## src/design/sled_pkg.sv

```systemverilog
// Shared types, constants and helpers for the status LED pattern generator.
`default_nettype none
package sled_pkg;

	localparam int NUM_TIMERS     = 5;
	localparam int NUM_FLAGS      = 6;
	localparam int PERIOD_W       = 16;
	localparam int LED_W          = 8;
	localparam int OP_W           = 3;
	localparam int CFG_IDX_W      = 3;
	localparam int PHASE_BITS_DEF = 16;

	// timer slots
	localparam int T_POWER = 0;
	localparam int T_BLE   = 1;
	localparam int T_WIFI  = 2;
	localparam int T_ERR   = 3;
	localparam int T_SLEEP = 4;

	// status flag bits, in opcode order (flag = opcode - 1)
	localparam int FL_POWER = 0;
	localparam int FL_BLE   = 1;
	localparam int FL_WIFI  = 2;
	localparam int FL_ERR   = 3;
	localparam int FL_SEND  = 4;
	localparam int FL_SLEEP = 5;

	typedef enum logic [OP_W-1:0] {
		OP_TICK,
		OP_POWER,
		OP_BLE,
		OP_WIFI,
		OP_ERR,
		OP_SEND,
		OP_SLEEP,
		OP_BUTTON
	} opcode_t;

	typedef logic [PERIOD_W-1:0] period_t;
	typedef logic [LED_W-1:0]    level_t;

	localparam period_t PERIOD_RESET [NUM_TIMERS] = '{
		period_t'(200), period_t'(100), period_t'(100), period_t'(50), period_t'(100)
	};

	// phase points of the blink patterns
	localparam int PH_ZERO     = 0;
	localparam int PH_ONE      = 1;
	localparam int BLE_OFF_PH  = 11;
	localparam int WIFI_ON_A   = 21;
	localparam int WIFI_OFF_A  = 31;
	localparam int WIFI_ON_B   = 41;
	localparam int WIFI_OFF_B  = 51;

	// LED levels
	localparam level_t LVL_BRIGHT = 8'h33;
	localparam level_t LVL_DIM    = 8'h11;
	localparam level_t MONO_BLINK = 8'h01;
	localparam level_t MONO_OFF   = 8'hff;

	// button character codes
	localparam level_t BTN_A = 8'h41;
	localparam level_t BTN_B = 8'h42;
	localparam level_t BTN_X = 8'h58;
	localparam level_t BTN_Y = 8'h59;

	typedef struct packed {
		logic busy;
		logic done;
	} pass_stat_t;

	typedef struct packed {
		level_t red;
		level_t green;
		level_t blue;
		level_t mono;
	} led_result_t;

	// a period of zero behaves as a period of one
	function automatic period_t eff_period(input period_t p);
		return (p == '0) ? period_t'(1) : p;
	endfunction

endpackage
`default_nettype wire

```

## src/design/sled_reduce.sv

```systemverilog
// Bit-serial remainder pass that brings every phase below its period after a config write.
`default_nettype none
module sled_reduce #(
	parameter int PHASE_BITS = sled_pkg::PHASE_BITS_DEF
) (
	input  wire logic                                                     clk,
	input  wire logic                                                     arst_n,
	input  wire logic                                                     start,
	input  wire logic [sled_pkg::NUM_TIMERS-1:0][sled_pkg::PERIOD_W-1:0]  periods,
	input  wire logic [sled_pkg::NUM_TIMERS-1:0][PHASE_BITS-1:0]          phases_in,
	output sled_pkg::pass_stat_t                                          stat,
	output logic      [sled_pkg::NUM_TIMERS-1:0][PHASE_BITS-1:0]          phases_out
);
	import sled_pkg::*;

	localparam int CNT_W = $clog2(PHASE_BITS + 1);

	logic [CNT_W-1:0]                         cnt_q;
	logic                                     busy_q;
	logic                                     done_q;
	logic [NUM_TIMERS-1:0][PHASE_BITS-1:0]    shift_q;
	logic [NUM_TIMERS-1:0][PERIOD_W-1:0]      rem_q;
	logic [NUM_TIMERS-1:0][PERIOD_W-1:0]      rem_d;

	// one restoring step per lane: shift in the next dividend bit, subtract if it fits
	always_comb begin
		logic [PERIOD_W:0] trial;
		logic [PERIOD_W:0] div;
		for (int t = 0; t < NUM_TIMERS; t++) begin
			trial = {rem_q[t], shift_q[t][PHASE_BITS-1]};
			div   = {1'b0, eff_period(periods[t])};
			if (trial >= div) begin
				trial = trial - div;
			end
			rem_d[t] = trial[PERIOD_W-1:0];
		end
	end

	// sequencer: PHASE_BITS steps, then a one-cycle done strobe
	always_ff @(posedge clk or negedge arst_n) begin
		if (!arst_n) begin
			cnt_q   <= '0;
			busy_q  <= 1'b0;
			done_q  <= 1'b0;
			shift_q <= '0;
			rem_q   <= '0;
		end else begin
			done_q <= 1'b0;
			if (start) begin
				busy_q  <= 1'b1;
				cnt_q   <= CNT_W'(PHASE_BITS);
				shift_q <= phases_in;
				rem_q   <= '0;
			end else if (busy_q) begin
				rem_q <= rem_d;
				for (int t = 0; t < NUM_TIMERS; t++) begin
					shift_q[t] <= {shift_q[t][PHASE_BITS-2:0], 1'b0};
				end
				cnt_q <= cnt_q - CNT_W'(1);
				if (cnt_q == CNT_W'(1)) begin
					busy_q <= 1'b0;
					done_q <= 1'b1;
				end
			end
		end
	end

	// remainder never exceeds the dividend, so the resize keeps its value
	always_comb begin
		for (int t = 0; t < NUM_TIMERS; t++) begin
			phases_out[t] = PHASE_BITS'(rem_q[t]);
		end
	end

	assign stat.busy = busy_q;
	assign stat.done = done_q;

	a_done_ends_pass: assert property (@(posedge clk) disable iff (!arst_n)
		done_q |-> ($past(busy_q) && !busy_q))
		else $error("remainder pass done without a running pass");

endmodule
`default_nettype wire

```

## src/design/sled_state.sv

```systemverilog
// Status flags, phase counters, blink levels and LED level decode for one event.
`default_nettype none
module sled_state #(
	parameter int PHASE_BITS = sled_pkg::PHASE_BITS_DEF
) (
	input  wire logic                                                     clk,
	input  wire logic                                                     arst_n,
	input  wire logic                                                     upd,
	input  wire logic [sled_pkg::OP_W-1:0]                                opcode,
	input  wire logic [sled_pkg::LED_W-1:0]                               event_value,
	input  wire logic [sled_pkg::NUM_TIMERS-1:0][sled_pkg::PERIOD_W-1:0]  periods,
	input  wire sled_pkg::pass_stat_t                                     pass_stat,
	input  wire logic [sled_pkg::NUM_TIMERS-1:0][PHASE_BITS-1:0]          pass_phases,
	output logic      [sled_pkg::NUM_TIMERS-1:0][PHASE_BITS-1:0]          phases,
	output logic                                                          emit,
	output sled_pkg::led_result_t                                         result
);
	import sled_pkg::*;

	localparam int NW = ((PHASE_BITS > PERIOD_W) ? PHASE_BITS : PERIOD_W) + 1;

	logic [NUM_FLAGS-1:0]                  flags_q,  flags_d;
	level_t                                button_q, button_d;
	logic                                  dirty_q,  dirty_d;
	logic [NUM_TIMERS-1:0][PHASE_BITS-1:0] phase_q,  phase_d;
	logic [NUM_TIMERS-1:0][PHASE_BITS-1:0] resid_q,  resid_d;
	logic [NUM_TIMERS-1:0]                 blink_q,  blink_d;
	logic [NUM_TIMERS-1:0][NW-1:0]         nxt;
	opcode_t                               op;

	// phase_q keeps the raw phase, resid_q the same phase reduced below the current period
	assign op     = opcode_t'(opcode);
	assign phases = phase_q;

	// next phase of each timer, taken from the residue
	always_comb begin
		logic [NW-1:0] sp1;
		for (int t = 0; t < NUM_TIMERS; t++) begin
			sp1    = NW'(resid_q[t]) + NW'(1);
			nxt[t] = (sp1 == NW'(eff_period(periods[t]))) ? '0 : sp1;
		end
	end

	// event decode and state update
	always_comb begin
		logic [NUM_TIMERS-1:0] clr;
		logic [2:0]            fidx;
		logic                  flag_v;
		level_t                c;
		flags_d  = flags_q;
		button_d = button_q;
		dirty_d  = dirty_q;
		phase_d  = phase_q;
		resid_d  = resid_q;
		blink_d  = blink_q;
		clr      = '0;
		fidx     = opcode - 3'd1;
		flag_v   = |event_value;
		c        = '0;
		emit     = 1'b0;
		result   = '0;
		case (op)
			OP_TICK: begin
				if (flags_d[FL_POWER]) begin
					phase_d[T_POWER] = PHASE_BITS'(nxt[T_POWER]);
					resid_d[T_POWER] = PHASE_BITS'(nxt[T_POWER]);
					if (nxt[T_POWER] == NW'(PH_ONE)) begin
						blink_d[T_POWER] = 1'b1;
						dirty_d          = 1'b1;
					end else if (nxt[T_POWER] == NW'(PH_ZERO)) begin
						blink_d[T_POWER]  = 1'b0;
						flags_d[FL_POWER] = 1'b0;
						dirty_d           = 1'b1;
					end
				end
				if (flags_d[FL_BLE]) begin
					phase_d[T_BLE] = PHASE_BITS'(nxt[T_BLE]);
					resid_d[T_BLE] = PHASE_BITS'(nxt[T_BLE]);
					if (nxt[T_BLE] == NW'(PH_ONE)) begin
						blink_d[T_BLE] = 1'b1;
						dirty_d        = 1'b1;
					end else if (nxt[T_BLE] == NW'(BLE_OFF_PH)) begin
						blink_d[T_BLE] = 1'b0;
						dirty_d        = 1'b1;
					end
				end
				if (flags_d[FL_WIFI]) begin
					phase_d[T_WIFI] = PHASE_BITS'(nxt[T_WIFI]);
					resid_d[T_WIFI] = PHASE_BITS'(nxt[T_WIFI]);
					if (nxt[T_WIFI] == NW'(WIFI_ON_A) || nxt[T_WIFI] == NW'(WIFI_ON_B)) begin
						blink_d[T_WIFI] = 1'b1;
						dirty_d         = 1'b1;
					end else if (nxt[T_WIFI] == NW'(WIFI_OFF_A)
							|| nxt[T_WIFI] == NW'(WIFI_OFF_B)) begin
						blink_d[T_WIFI] = 1'b0;
						dirty_d         = 1'b1;
					end
				end
				if (flags_d[FL_ERR]) begin
					phase_d[T_ERR] = PHASE_BITS'(nxt[T_ERR]);
					resid_d[T_ERR] = PHASE_BITS'(nxt[T_ERR]);
					if (nxt[T_ERR] == NW'(PH_ZERO)) begin
						blink_d[T_ERR] = !blink_d[T_ERR];
						dirty_d        = 1'b1;
					end
				end
				if (flags_d[FL_SLEEP]) begin
					phase_d[T_SLEEP] = PHASE_BITS'(nxt[T_SLEEP]);
					resid_d[T_SLEEP] = PHASE_BITS'(nxt[T_SLEEP]);
					if (nxt[T_SLEEP] == NW'(PH_ZERO)) begin
						blink_d[T_SLEEP] = !blink_d[T_SLEEP];
						dirty_d          = 1'b1;
					end
				end

				emit    = dirty_d;
				dirty_d = 1'b0;

				// RGB by priority
				if (blink_d[T_POWER]) begin
					result.red   = LVL_BRIGHT;
					result.green = LVL_BRIGHT;
					result.blue  = LVL_BRIGHT;
				end else if (blink_d[T_BLE] || blink_d[T_WIFI]) begin
					result.green = LVL_DIM;
					result.blue  = LVL_DIM;
				end else begin
					case (button_d)
						BTN_A: result.green = LVL_DIM;
						BTN_B: result.red   = LVL_DIM;
						BTN_X: result.blue  = LVL_DIM;
						BTN_Y: begin
							result.red   = LVL_DIM;
							result.green = LVL_DIM;
						end
						default: ;
					endcase
				end

				// single LED: lit when the level code lands in 1..16
				if (blink_d[T_POWER]) begin
					c = LVL_DIM;
				end else if (blink_d[T_BLE] || blink_d[T_WIFI] || blink_d[T_ERR]) begin
					c = MONO_BLINK;
				end
				if (flags_d[FL_SEND]) begin
					c = c + level_t'(1);
				end else if (flags_d[FL_SLEEP]) begin
					c = level_t'(blink_d[T_SLEEP]);
				end
				result.mono = (c != '0 && c < LVL_DIM) ? '0 : MONO_OFF;
			end
			OP_BUTTON: begin
				if (button_d != event_value) begin
					button_d = event_value;
					dirty_d  = 1'b1;
				end
			end
			default: begin
				// timers that a status change restarts
				case (op)
					OP_POWER: clr[T_POWER] = 1'b1;
					OP_BLE, OP_WIFI: begin
						clr[T_BLE]  = 1'b1;
						clr[T_WIFI] = 1'b1;
					end
					OP_ERR:   clr[T_SLEEP] = 1'b1;
					OP_SEND: begin
						clr[T_ERR]   = 1'b1;
						clr[T_SLEEP] = 1'b1;
					end
					OP_SLEEP: begin
						clr[T_ERR]  = 1'b1;
						clr[T_BLE]  = 1'b1;
						clr[T_WIFI] = 1'b1;
					end
					default: clr = '0;
				endcase
				if (flags_d[fidx] != flag_v) begin
					for (int t = 0; t < NUM_TIMERS; t++) begin
						if (clr[t]) begin
							phase_d[t] = '0;
							resid_d[t] = '0;
							blink_d[t] = 1'b0;
						end
					end
					flags_d[fidx] = flag_v;
					dirty_d       = 1'b1;
				end
			end
		endcase
	end

	// state registers; the remainder pass writes residues only when no event updates the state
	always_ff @(posedge clk or negedge arst_n) begin
		if (!arst_n) begin
			flags_q  <= NUM_FLAGS'(1) << FL_POWER;
			button_q <= '0;
			dirty_q  <= 1'b1;
			phase_q  <= '0;
			resid_q  <= '0;
			blink_q  <= '0;
		end else if (upd) begin
			flags_q  <= flags_d;
			button_q <= button_d;
			dirty_q  <= dirty_d;
			phase_q  <= phase_d;
			resid_q  <= resid_d;
			blink_q  <= blink_d;
		end else if (pass_stat.done) begin
			resid_q <= pass_phases;
		end
	end

	a_power_blink_needs_flag: assert property (@(posedge clk) disable iff (!arst_n)
		blink_q[T_POWER] |-> flags_q[FL_POWER])
		else $error("power blink lit with power status off");

	a_emit_clears_dirty: assert property (@(posedge clk) disable iff (!arst_n)
		(upd && emit) |=> !dirty_q)
		else $error("dirty mark survived an emitted beat");

endmodule
`default_nettype wire

```

## src/design/status_led_pattern_generator.sv

```systemverilog
// Top level of the status LED pattern generator: handshakes, config registers, stages.
//
// Input channel (in_valid/in_ready): one beat is one event, opcode plus event_value.
// A tick advances the blink timers; any other opcode updates one status or the
// button code and never produces an output beat.
// Output channel (out_valid/out_ready): one beat of red, green, blue and mono_level,
// produced by a tick that finds the display changed since the last output beat.
// An accepted tick is registered in the input register and decoded from there; its
// output beat is loaded into the output register when the input stage advances.
// Throughput: one event per cycle while in_ready is high; a stalled output register
// holds its beat, and the input register moves unless it carries a tick that must emit.
// Config port (cfg_we/cfg_index/cfg_data): writes one period register at once.
// Each write starts a bit-serial remainder pass over the five phase counters;
// in_ready is low in the write cycle and while the pass runs.
// Reset: periods return to their defaults, power status on, all timers at zero,
// display marked changed so the first tick emits.
`default_nettype none
module status_led_pattern_generator #(
	parameter int PHASE_BITS = sled_pkg::PHASE_BITS_DEF
) (
	input  wire logic                                clk,
	input  wire logic                                arst_n,
	input  wire logic                                in_valid,
	output logic                                     in_ready,
	input  wire logic [sled_pkg::OP_W-1:0]           opcode,
	input  wire logic [sled_pkg::LED_W-1:0]          event_value,
	output logic                                     out_valid,
	input  wire logic                                out_ready,
	output logic      [sled_pkg::LED_W-1:0]          red,
	output logic      [sled_pkg::LED_W-1:0]          green,
	output logic      [sled_pkg::LED_W-1:0]          blue,
	output logic      [sled_pkg::LED_W-1:0]          mono_level,
	input  wire logic                                cfg_we,
	input  wire logic [sled_pkg::CFG_IDX_W-1:0]      cfg_index,
	input  wire logic [sled_pkg::PERIOD_W-1:0]       cfg_data
);
	import sled_pkg::*;

	logic [NUM_TIMERS-1:0][PERIOD_W-1:0]   periods_q;
	logic [NUM_TIMERS-1:0][PHASE_BITS-1:0] phases;
	logic [NUM_TIMERS-1:0][PHASE_BITS-1:0] pass_phases;
	pass_stat_t                            pstat;

	logic                s1_valid;
	logic [OP_W-1:0]     op_s1;
	level_t              val_s1;
	logic                s1_adv;
	logic                emit;
	led_result_t         res;

	logic                out_valid_q;
	led_result_t         res_q;

	// period registers
	always_ff @(posedge clk or negedge arst_n) begin
		if (!arst_n) begin
			for (int t = 0; t < NUM_TIMERS; t++) begin
				periods_q[t] <= PERIOD_RESET[t];
			end
		end else if (cfg_we && cfg_index < CFG_IDX_W'(NUM_TIMERS)) begin
			periods_q[cfg_index] <= cfg_data;
		end
	end

	// input stage moves on unless it holds an emitting tick behind a full output
	assign s1_adv   = s1_valid && (!emit || !out_valid_q || out_ready);
	assign in_ready = !pstat.busy && !cfg_we && (!s1_valid || s1_adv);

	always_ff @(posedge clk or negedge arst_n) begin
		if (!arst_n) begin
			s1_valid <= 1'b0;
		end else if (in_valid && in_ready) begin
			s1_valid <= 1'b1;
		end else if (s1_adv) begin
			s1_valid <= 1'b0;
		end
	end

	always_ff @(posedge clk) begin
		if (in_valid && in_ready) begin
			op_s1  <= opcode;
			val_s1 <= event_value;
		end
	end

	sled_state #(
		.PHASE_BITS (PHASE_BITS)
	) u_state (
		.clk         (clk),
		.arst_n      (arst_n),
		.upd         (s1_adv),
		.opcode      (op_s1),
		.event_value (val_s1),
		.periods     (periods_q),
		.pass_stat   (pstat),
		.pass_phases (pass_phases),
		.phases      (phases),
		.emit        (emit),
		.result      (res)
	);

	sled_reduce #(
		.PHASE_BITS (PHASE_BITS)
	) u_reduce (
		.clk        (clk),
		.arst_n     (arst_n),
		.start      (cfg_we),
		.periods    (periods_q),
		.phases_in  (phases),
		.stat       (pstat),
		.phases_out (pass_phases)
	);

	// output register
	always_ff @(posedge clk or negedge arst_n) begin
		if (!arst_n) begin
			out_valid_q <= 1'b0;
		end else if (s1_adv && emit) begin
			out_valid_q <= 1'b1;
		end else if (out_ready) begin
			out_valid_q <= 1'b0;
		end
	end

	always_ff @(posedge clk) begin
		if (s1_adv && emit) begin
			res_q <= res;
		end
	end

	assign out_valid  = out_valid_q;
	assign red        = res_q.red;
	assign green      = res_q.green;
	assign blue       = res_q.blue;
	assign mono_level = res_q.mono;

	a_no_accept_in_pass: assert property (@(posedge clk) disable iff (!arst_n)
		pstat.busy |-> !(in_valid && in_ready))
		else $error("event accepted during the remainder pass");

	a_stalled_s1_holds: assert property (@(posedge clk) disable iff (!arst_n)
		(s1_valid && !s1_adv) |=> (s1_valid && $stable(op_s1) && $stable(val_s1)))
		else $error("stalled event lost from the input stage");

endmodule
`default_nettype wire

```

## config.mk

```make
export PLATFORM = sky130hd
export DESIGN_NAME = status_led_pattern_generator
export DESIGN_NICKNAME = d
export VERILOG_FILES = /design/src/design/sled_pkg.sv /design/src/design/sled_reduce.sv /design/src/design/sled_state.sv /design/src/design/status_led_pattern_generator.sv
export SDC_FILE = /design/constraint.sdc
export NUM_CORES = 1
export LEC_CHECK = 0
export BUFFER_PORTS_ARGS = -buffer_cell sky130_fd_sc_hd__buf_2
export CAP_MARGIN = 20
export CELL_PAD_IN_SITES_DETAIL_PLACEMENT = 0
export CELL_PAD_IN_SITES_GLOBAL_PLACEMENT = 2
export CORE_MARGIN = 5
export CORE_UTILIZATION = 35
export DETAILED_ROUTE_END_ITERATION = 12
export GPL_ROUTABILITY_DRIVEN = 0
export PLACE_DENSITY_LB_ADDON = 0.3
export SYNTH_ARGS = -nofsm -noshare
export SYNTH_HDL_FRONTEND = slang
export SYNTH_SLANG_ARGS = --single-unit
export TNS_END_PERCENT = 10
```

## constraint.sdc

```tcl
create_clock -name clk -period 5.2 [get_ports clk]
set_clock_uncertainty 0.15 [all_clocks]
set_input_delay 0.26 -clock clk [delete_from_list [all_inputs] [get_ports clk]]
set_output_delay 0.26 -clock clk [all_outputs]
set_load 0.01 [all_outputs]
```

# Word-level counts from Yosys, hierarchy flattened
# Index checks and enable logic that the tools add are counted.
# op_classes
n_addsub	13
order_cmp	11
reduce_logical	71
eq_ne	44
mux	121
bitwise	3
# op_table
cell	n
two-way mux 80 bit	7
two-way mux 16 bit	22
case mux 80 bit (2 select lines)	1
adder 16 x 1 -> 17 bit, second input constant	5
equality test 17 x 16 -> 1 bit	5
>= comparator 17 x 16 -> 1 bit	5
two-way mux 17 bit	5
bitwise mux 80 bit	1
logical NOT 16 bit	5
subtractor 16 bit	5
two-way mux 1 bit	62
logical NOT 17 bit	3
AND reduction 5 bit	10
demux 16 bit (select 3 bit)	1
two-way mux 8 bit	6
two-way mux 5 bit	7
equality test 17 x 1 -> 1 bit, second input constant	2
equality test 17 x 5 -> 1 bit, second input constant	2
equality test 17 x 6 -> 1 bit, second input constant	2
equality test 8 x 7 -> 1 bit, second input constant	4
two-way mux 22 bit	1
AND reduction 4 bit	5
nonzero test 2 bit	10
!= test 3 x 1 -> 1 bit, second input constant	6
34 further kinds	81
# word_totals
register_bits	472
output_inout_bits	34
input_bits	35

# Longest topological paths before layout
# logic_depth
word_depth	28
mapped_depth	16

# Cells and area by module
# From an unflattened synthesis, not the netlist that was laid out.
# hier_totals
cells_unflattened	3352
hier_area_um2	30653.1
# modules_own_cells
module	cells_per_inst	area_each_um2	instances
sled_state	1677	13780.7	1
sled_reduce	1447	12385.6	1
status_led_pattern_generator	228	4486.8	1

# Least setup slack after synthesis
# OpenSTA, ideal clock, no wires.
# synth_path
path_kind	flip-flop to flip-flop
startpoint	register u_state.resid_q[16] (netlist bit)
endpoint	register op_s1[0], enable pin
setup_time_ps	382
n_path_buf	4
t_arrival_ps	3687
stages_incl_launch_ff	15
setup_slack_ps	980
required_ps	4668
path_cell_list	dfrtp_1 ha_1 clkbuf_1 nand4_1 or4_1 clkbuf_2 nand3_1 o221ai_1 a2111oi_2 nand3_2 a31oi_2 a31oi_2 buf_4 clkbuf_1 a21oi_1
# synth_between
elab_chain_cells	22
word_cells_on_any_way	23
# synth_rtl
item	line	rtl
start, declared	sled_state.sv:26	logic [NUM_TIMERS-1:0][PHASE_BITS-1:0] resid_q, resid_d;
start signal, assigned	sled_state.sv:208	resid_q <= resid_d;
start signal, assigned	sled_state.sv:211	resid_q <= pass_phases;
adder 16 x 1 -> 17 bit (*)	sled_state.sv:39	sp1 = NW'(resid_q[t]) + NW'(1);
equality test 17 x 16 -> 1 bit	sled_state.sv:40	nxt[t] = (sp1 == NW'(eff_period(periods[t]))) ? '0 : sp1;
two-way mux 17 bit (*)	sled_state.sv:40	
equality test 17 x 4 -> 1 bit	sled_state.sv:82	end else if (nxt[T_BLE] == NW'(BLE_OFF_PH)) begin
two-way mux 1 bit	sled_state.sv:82	
two-way mux 1 bit (*)	sled_state.sv:79	if (nxt[T_BLE] == NW'(PH_ONE)) begin
two-way mux 1 bit (*)	sled_state.sv:76	if (flags_d[FL_BLE]) begin
two-way mux 1 bit	sled_state.sv:93	end else if (nxt[T_WIFI] == NW'(WIFI_OFF_A)
[... 5 more ...]	-	
two-way mux 1 bit (*)	sled_state.sv:107	if (flags_d[FL_SLEEP]) begin
two-way mux 1 bit (*)	sled_state.sv:62	case (op)
logical NOT 1 bit (*)	status_led_pattern_generator.sv:66	assign s1_adv = s1_valid && (!emit || !out_valid_q || out_ready);
logical OR 1 bit (*) (2 in series)	status_led_pattern_generator.sv:66	
logical AND 1 bit (*)	status_led_pattern_generator.sv:66	
logical OR 1 bit (*)	status_led_pattern_generator.sv:67	assign in_ready = !pstat.busy && !cfg_we && (!s1_valid || s1_adv);
logical AND 1 bit (*)	status_led_pattern_generator.sv:67	
logical AND 1 bit (*)	status_led_pattern_generator.sv:80	if (in_valid && in_ready) begin
end signal, assigned	status_led_pattern_generator.sv:81	op_s1 <= opcode;
end, declared	status_led_pattern_generator.sv:45	logic [OP_W-1:0] op_s1;
# Every way passes the cells marked *; elsewhere a longest branch is shown, timed or not.
# A chain may end at the register's enable or synchronous reset.

# Worst setup path after layout
# layout_path
startpoint	register u_state.resid_q[65] (netlist bit)
endpoint	output in_ready
# layout_between
elab_chain_cells	13
# layout_rtl
item	line	rtl
adder 16 x 1 -> 17 bit (*)	sled_state.sv:39	
equality test 17 x 16 -> 1 bit	sled_state.sv:40	
two-way mux 17 bit (*)	sled_state.sv:40	
logical NOT 17 bit (*)	sled_state.sv:110	if (nxt[T_SLEEP] == NW'(PH_ZERO)) begin
two-way mux 1 bit (*)	sled_state.sv:110	
two-way mux 1 bit (*)	sled_state.sv:107	
two-way mux 1 bit (*)	sled_state.sv:62	
logical NOT 1 bit (*)	status_led_pattern_generator.sv:66	
logical OR 1 bit (*) (2 in series)	status_led_pattern_generator.sv:66	
logical AND 1 bit (*)	status_led_pattern_generator.sv:66	
logical OR 1 bit (*)	status_led_pattern_generator.sv:67	
logical AND 1 bit (*)	status_led_pattern_generator.sv:67	
end, declared	status_led_pattern_generator.sv:24	output logic in_ready,
# Marked as above.

==> flow_summary.ini <==
[yosys]
synthCells = 3309
yosys_warnings = 0
synthTopCellsByCount = 412 x dfrtp_1, 306 x nand2_1, 265 x o21ai_0, 180 x nor2_1, 178 x mux2i_1
synth.top_cells.by_area = dfrtp_1 34%, mux2i_1 5.9%, o21ai_0 4.4%
yosysMostFrequentCell = dfrtp_1
synth_compound_gate_area_share_pct = 17.80
ys_ff_latch = 445
syn_area_mm2 = 0.03009
avgSynthCellArea_um2 = 9.095
synth-simple-area-share_pct = 17.76
yosys_most_used_dff = dfrtp_1
synth_area_leader_cell = dfrtp_1
ys_seq_area_share_pct = 37.34
synth-edff-count = 16
synth_fa_ha_area_share_pct = 4.158
synth_top_cell_area_share_pct = 34.26
synth-xor-area-share_pct = 6.656
ys_types = 94
synth_top_family_by_area = compound AO/OA/AOI/OAI gates
synthMuxAreaShare_pct = 9.962
synthArstFlopShare_pct = 96.40

[layout]
final_nets = 3422
drive_gt1_share_pct = 13.67
fillers = 8541
final_area_mm2 = 0.03387
synthToLayoutAreaGrowth_pct = 12.55

[sta]
setup-violations-final = 0
holdWs_ns = 0.02631
relSlewSlack_pct = 32.72
grt_setup_unrepaired = no
fmax_ghz = 0.2022
fin_crit_sh_pct = 95.09
worstMarginPinSlew_ns = 1.007
hold_violations = 0
tns_ns = 0
period_needed_ns = 4.945
fin_ws_ns = 0.2554
drv_slew = 0

[floorplanning]
fp.coreArea_mm2 = 0.08528
rows = 107
boundaryPins = 69
die_x_um = 303.2
initial_utilization_pct = 35.29
dieArea_mm2 = 0.09195
die_h_um = 303.2

[global_routing]
grt_pass1_wl_um = 155700
antenna_found_initial = 3
grt_max_degree = 116
grt_pass1_vias = 25300
gr-total-overflow = 0
grt.total_usage_pct = 21.61

[cts]
numCtsBuffers = 54
clkSinkCount = 445
htree_levels = 2
cts_tree = done
clk_latency_ns = 0.63
cts.clk_slew.worst_paths_ns = 0.06
clockRootBuffer = clkbuf_16
clk_path_buf_depth = 3

[critical_path]
worstReg2RegStart = u_state.resid_q[32]
worst-path-buf-inv = 4
cpPeakStageDelay_ns = 0.57
cp.arrival_ns = 4.53
crit_fanout = 23
startpoint = u_state.resid_q[65]
setup.worst_path.start_class = register
critPathRequiredTime_ns = 4.79
ff2ff_setup_slack_ns = 0.35
slowest_stage = or4_1
worstPathCellList = ha_1, nand2_1, or4_1, xnor2_1, mux2i_1, or3_1, o41ai_4, buf_4, a31oi_4, a31oi_4, buf_12, a21boi_0, buf_4, buf_2
path_delay_family = simple AND/OR/NAND/NOR gates
crit_type = register to primary output
endpoint_kind = primary output

[power_and_ir_drop]
total_power_w = 0.01297
cellLeakagePower_nw = 14.40
ir_drop_mv = 0.2191
powerDensity_mw_per_mm2 = 383.0

[detailed_routing]
wirelength_um = 101200
drc = 0
via_per_inst = 5.765
vias = 25840
drt_first_pass_iters = 6
wl_per_cell_um = 22.58
drt_iter0_markers = 2201
detail-route-antenna-nets = 0

[placed_design]
numPortBuffers = 56
pre_cts_ws_ns = 0.05816
hpwl_um = 72520
placed_area_mm2 = 0.03156

[run]
maxCapViolCount = 0

[outcome]
run_status = complete, no violations

[min_path]
hold_class = input port to register
hp-start = cfg_we
-- cells by family after synthesis --
| family | Yosys count |
|---|---|
| AO/OA/AOI/OAI | 783 |
| XOR/XNOR | 205 |
| adder cells (fa/ha/maj) | 97 |
| buffers and inverters | 444 |
| flip-flops | 445 |
| multiplexers | 285 |
| other | 1 |
| AND/OR/NAND/NOR | 1049 |
-- worst reg2reg max path, delay by kind of cell (launching register included) --
family,cells,cell delay (ns)
flops,1,0.50
compound gates,4,1.25
fa+ha+maj,1,0.35
simple gates,6,2.18
buf+inv,1,0.25
-- worst paths after layout --
| kind | to | cells past startpoint |
|---|---|---|
| setup / recovery | in_ready | 14 |
| hold / removal | u_reduce.shift_q[20] | 3 |
| setup reg to reg | u_state.resid_q[38] | 12 |
| hold reg to reg | u_reduce.shift_q[49] | 2 |
| max in group asynchronous | u_state.resid_q[4] | 3 |
| min in group asynchronous | u_reduce.cnt_q[0] | 2 |
-- layout by cell type, fill, tap and decap left out, types with 68 or more instances in the layout --
cell,count
mux2_2,104
a21oi_1,102
buf_4,105
nand3_1,79
dfrtp_1,407
nand4_1,136
o21ai_0,265
xnor2_1,119
nand2_1,306
nor3_1,81
inv_1,158
xor2_1,68
o211ai_1,83
ha_1,88
mux2i_1,178
nor2_1,179
-- flip-flops by register name, summed over array words and instances (netlist names) --
name                 count
mono_level               1
periods_q               80
u_state.blink_q          5
blue                     1
u_state.dirty_q          1
u_state.button_q         8
u_reduce.done_q          1
op_s1                    3
red                      2
s1_valid                 1
u_reduce.busy_q          1
out_valid                1
val_s1                   8
u_state.phases          80
u_reduce.shift_q        80
u_reduce.phases_out     80
u_state.flags_q          6
u_reduce.cnt_q           5
u_state.resid_q         80
green                    1
-- layer usage --
metal,routed length (um),global-route usage [%],vias to the layer above,share of wire [%]
li1,-,-,12120,-
met1,45730,30.57,12730,45
met2,45560,33.87,833,45
met3,6883,4.102,154,6.8
met4,3034,6.236,0,3.0
met5,0,0,-,0
-- cell type report --
type	instances	area [um^2]	area share, %
antenna	2	5.005	0.01478
multi-input combinational	2431	17180	50.71
clock inverter	26	316.6	0.9346
tap	1144	1431	4.226
sequential	445	11250	33.20
timing repair buffer	199	1545	4.562
clock buffer	76	1555	4.592
inverter	159	596.8	1.762
-- repair_timing --
item	in CTS	in global routing
resized for setup	5	13
hold endpoints to repair	183	0
setup buffers	0	8
pin swaps	0	4
endpoints found under the setup margin	1	63
hold buffers	30	0
-- stage by stage --
stage	util [%]	cells
floorplan	-	3320
global placement	37.01	4340
detailed placement	37.01	4340
CTS	39.58	4472
global route	39.71	4480
finish	39.72	4482
-- where the power goes --
part	internal, W	leakage (nW)	total, W	switching, W
logic	0.00178	7.84	0.00408	0.00229
registers	0.00406	5.66	0.00490	0.000843
clock network	0.00238	0.908	0.00399	0.00161
total	0.00823	14.4	0.0130	0.00474
Note: power is estimated with default switching activity, not from simulation.
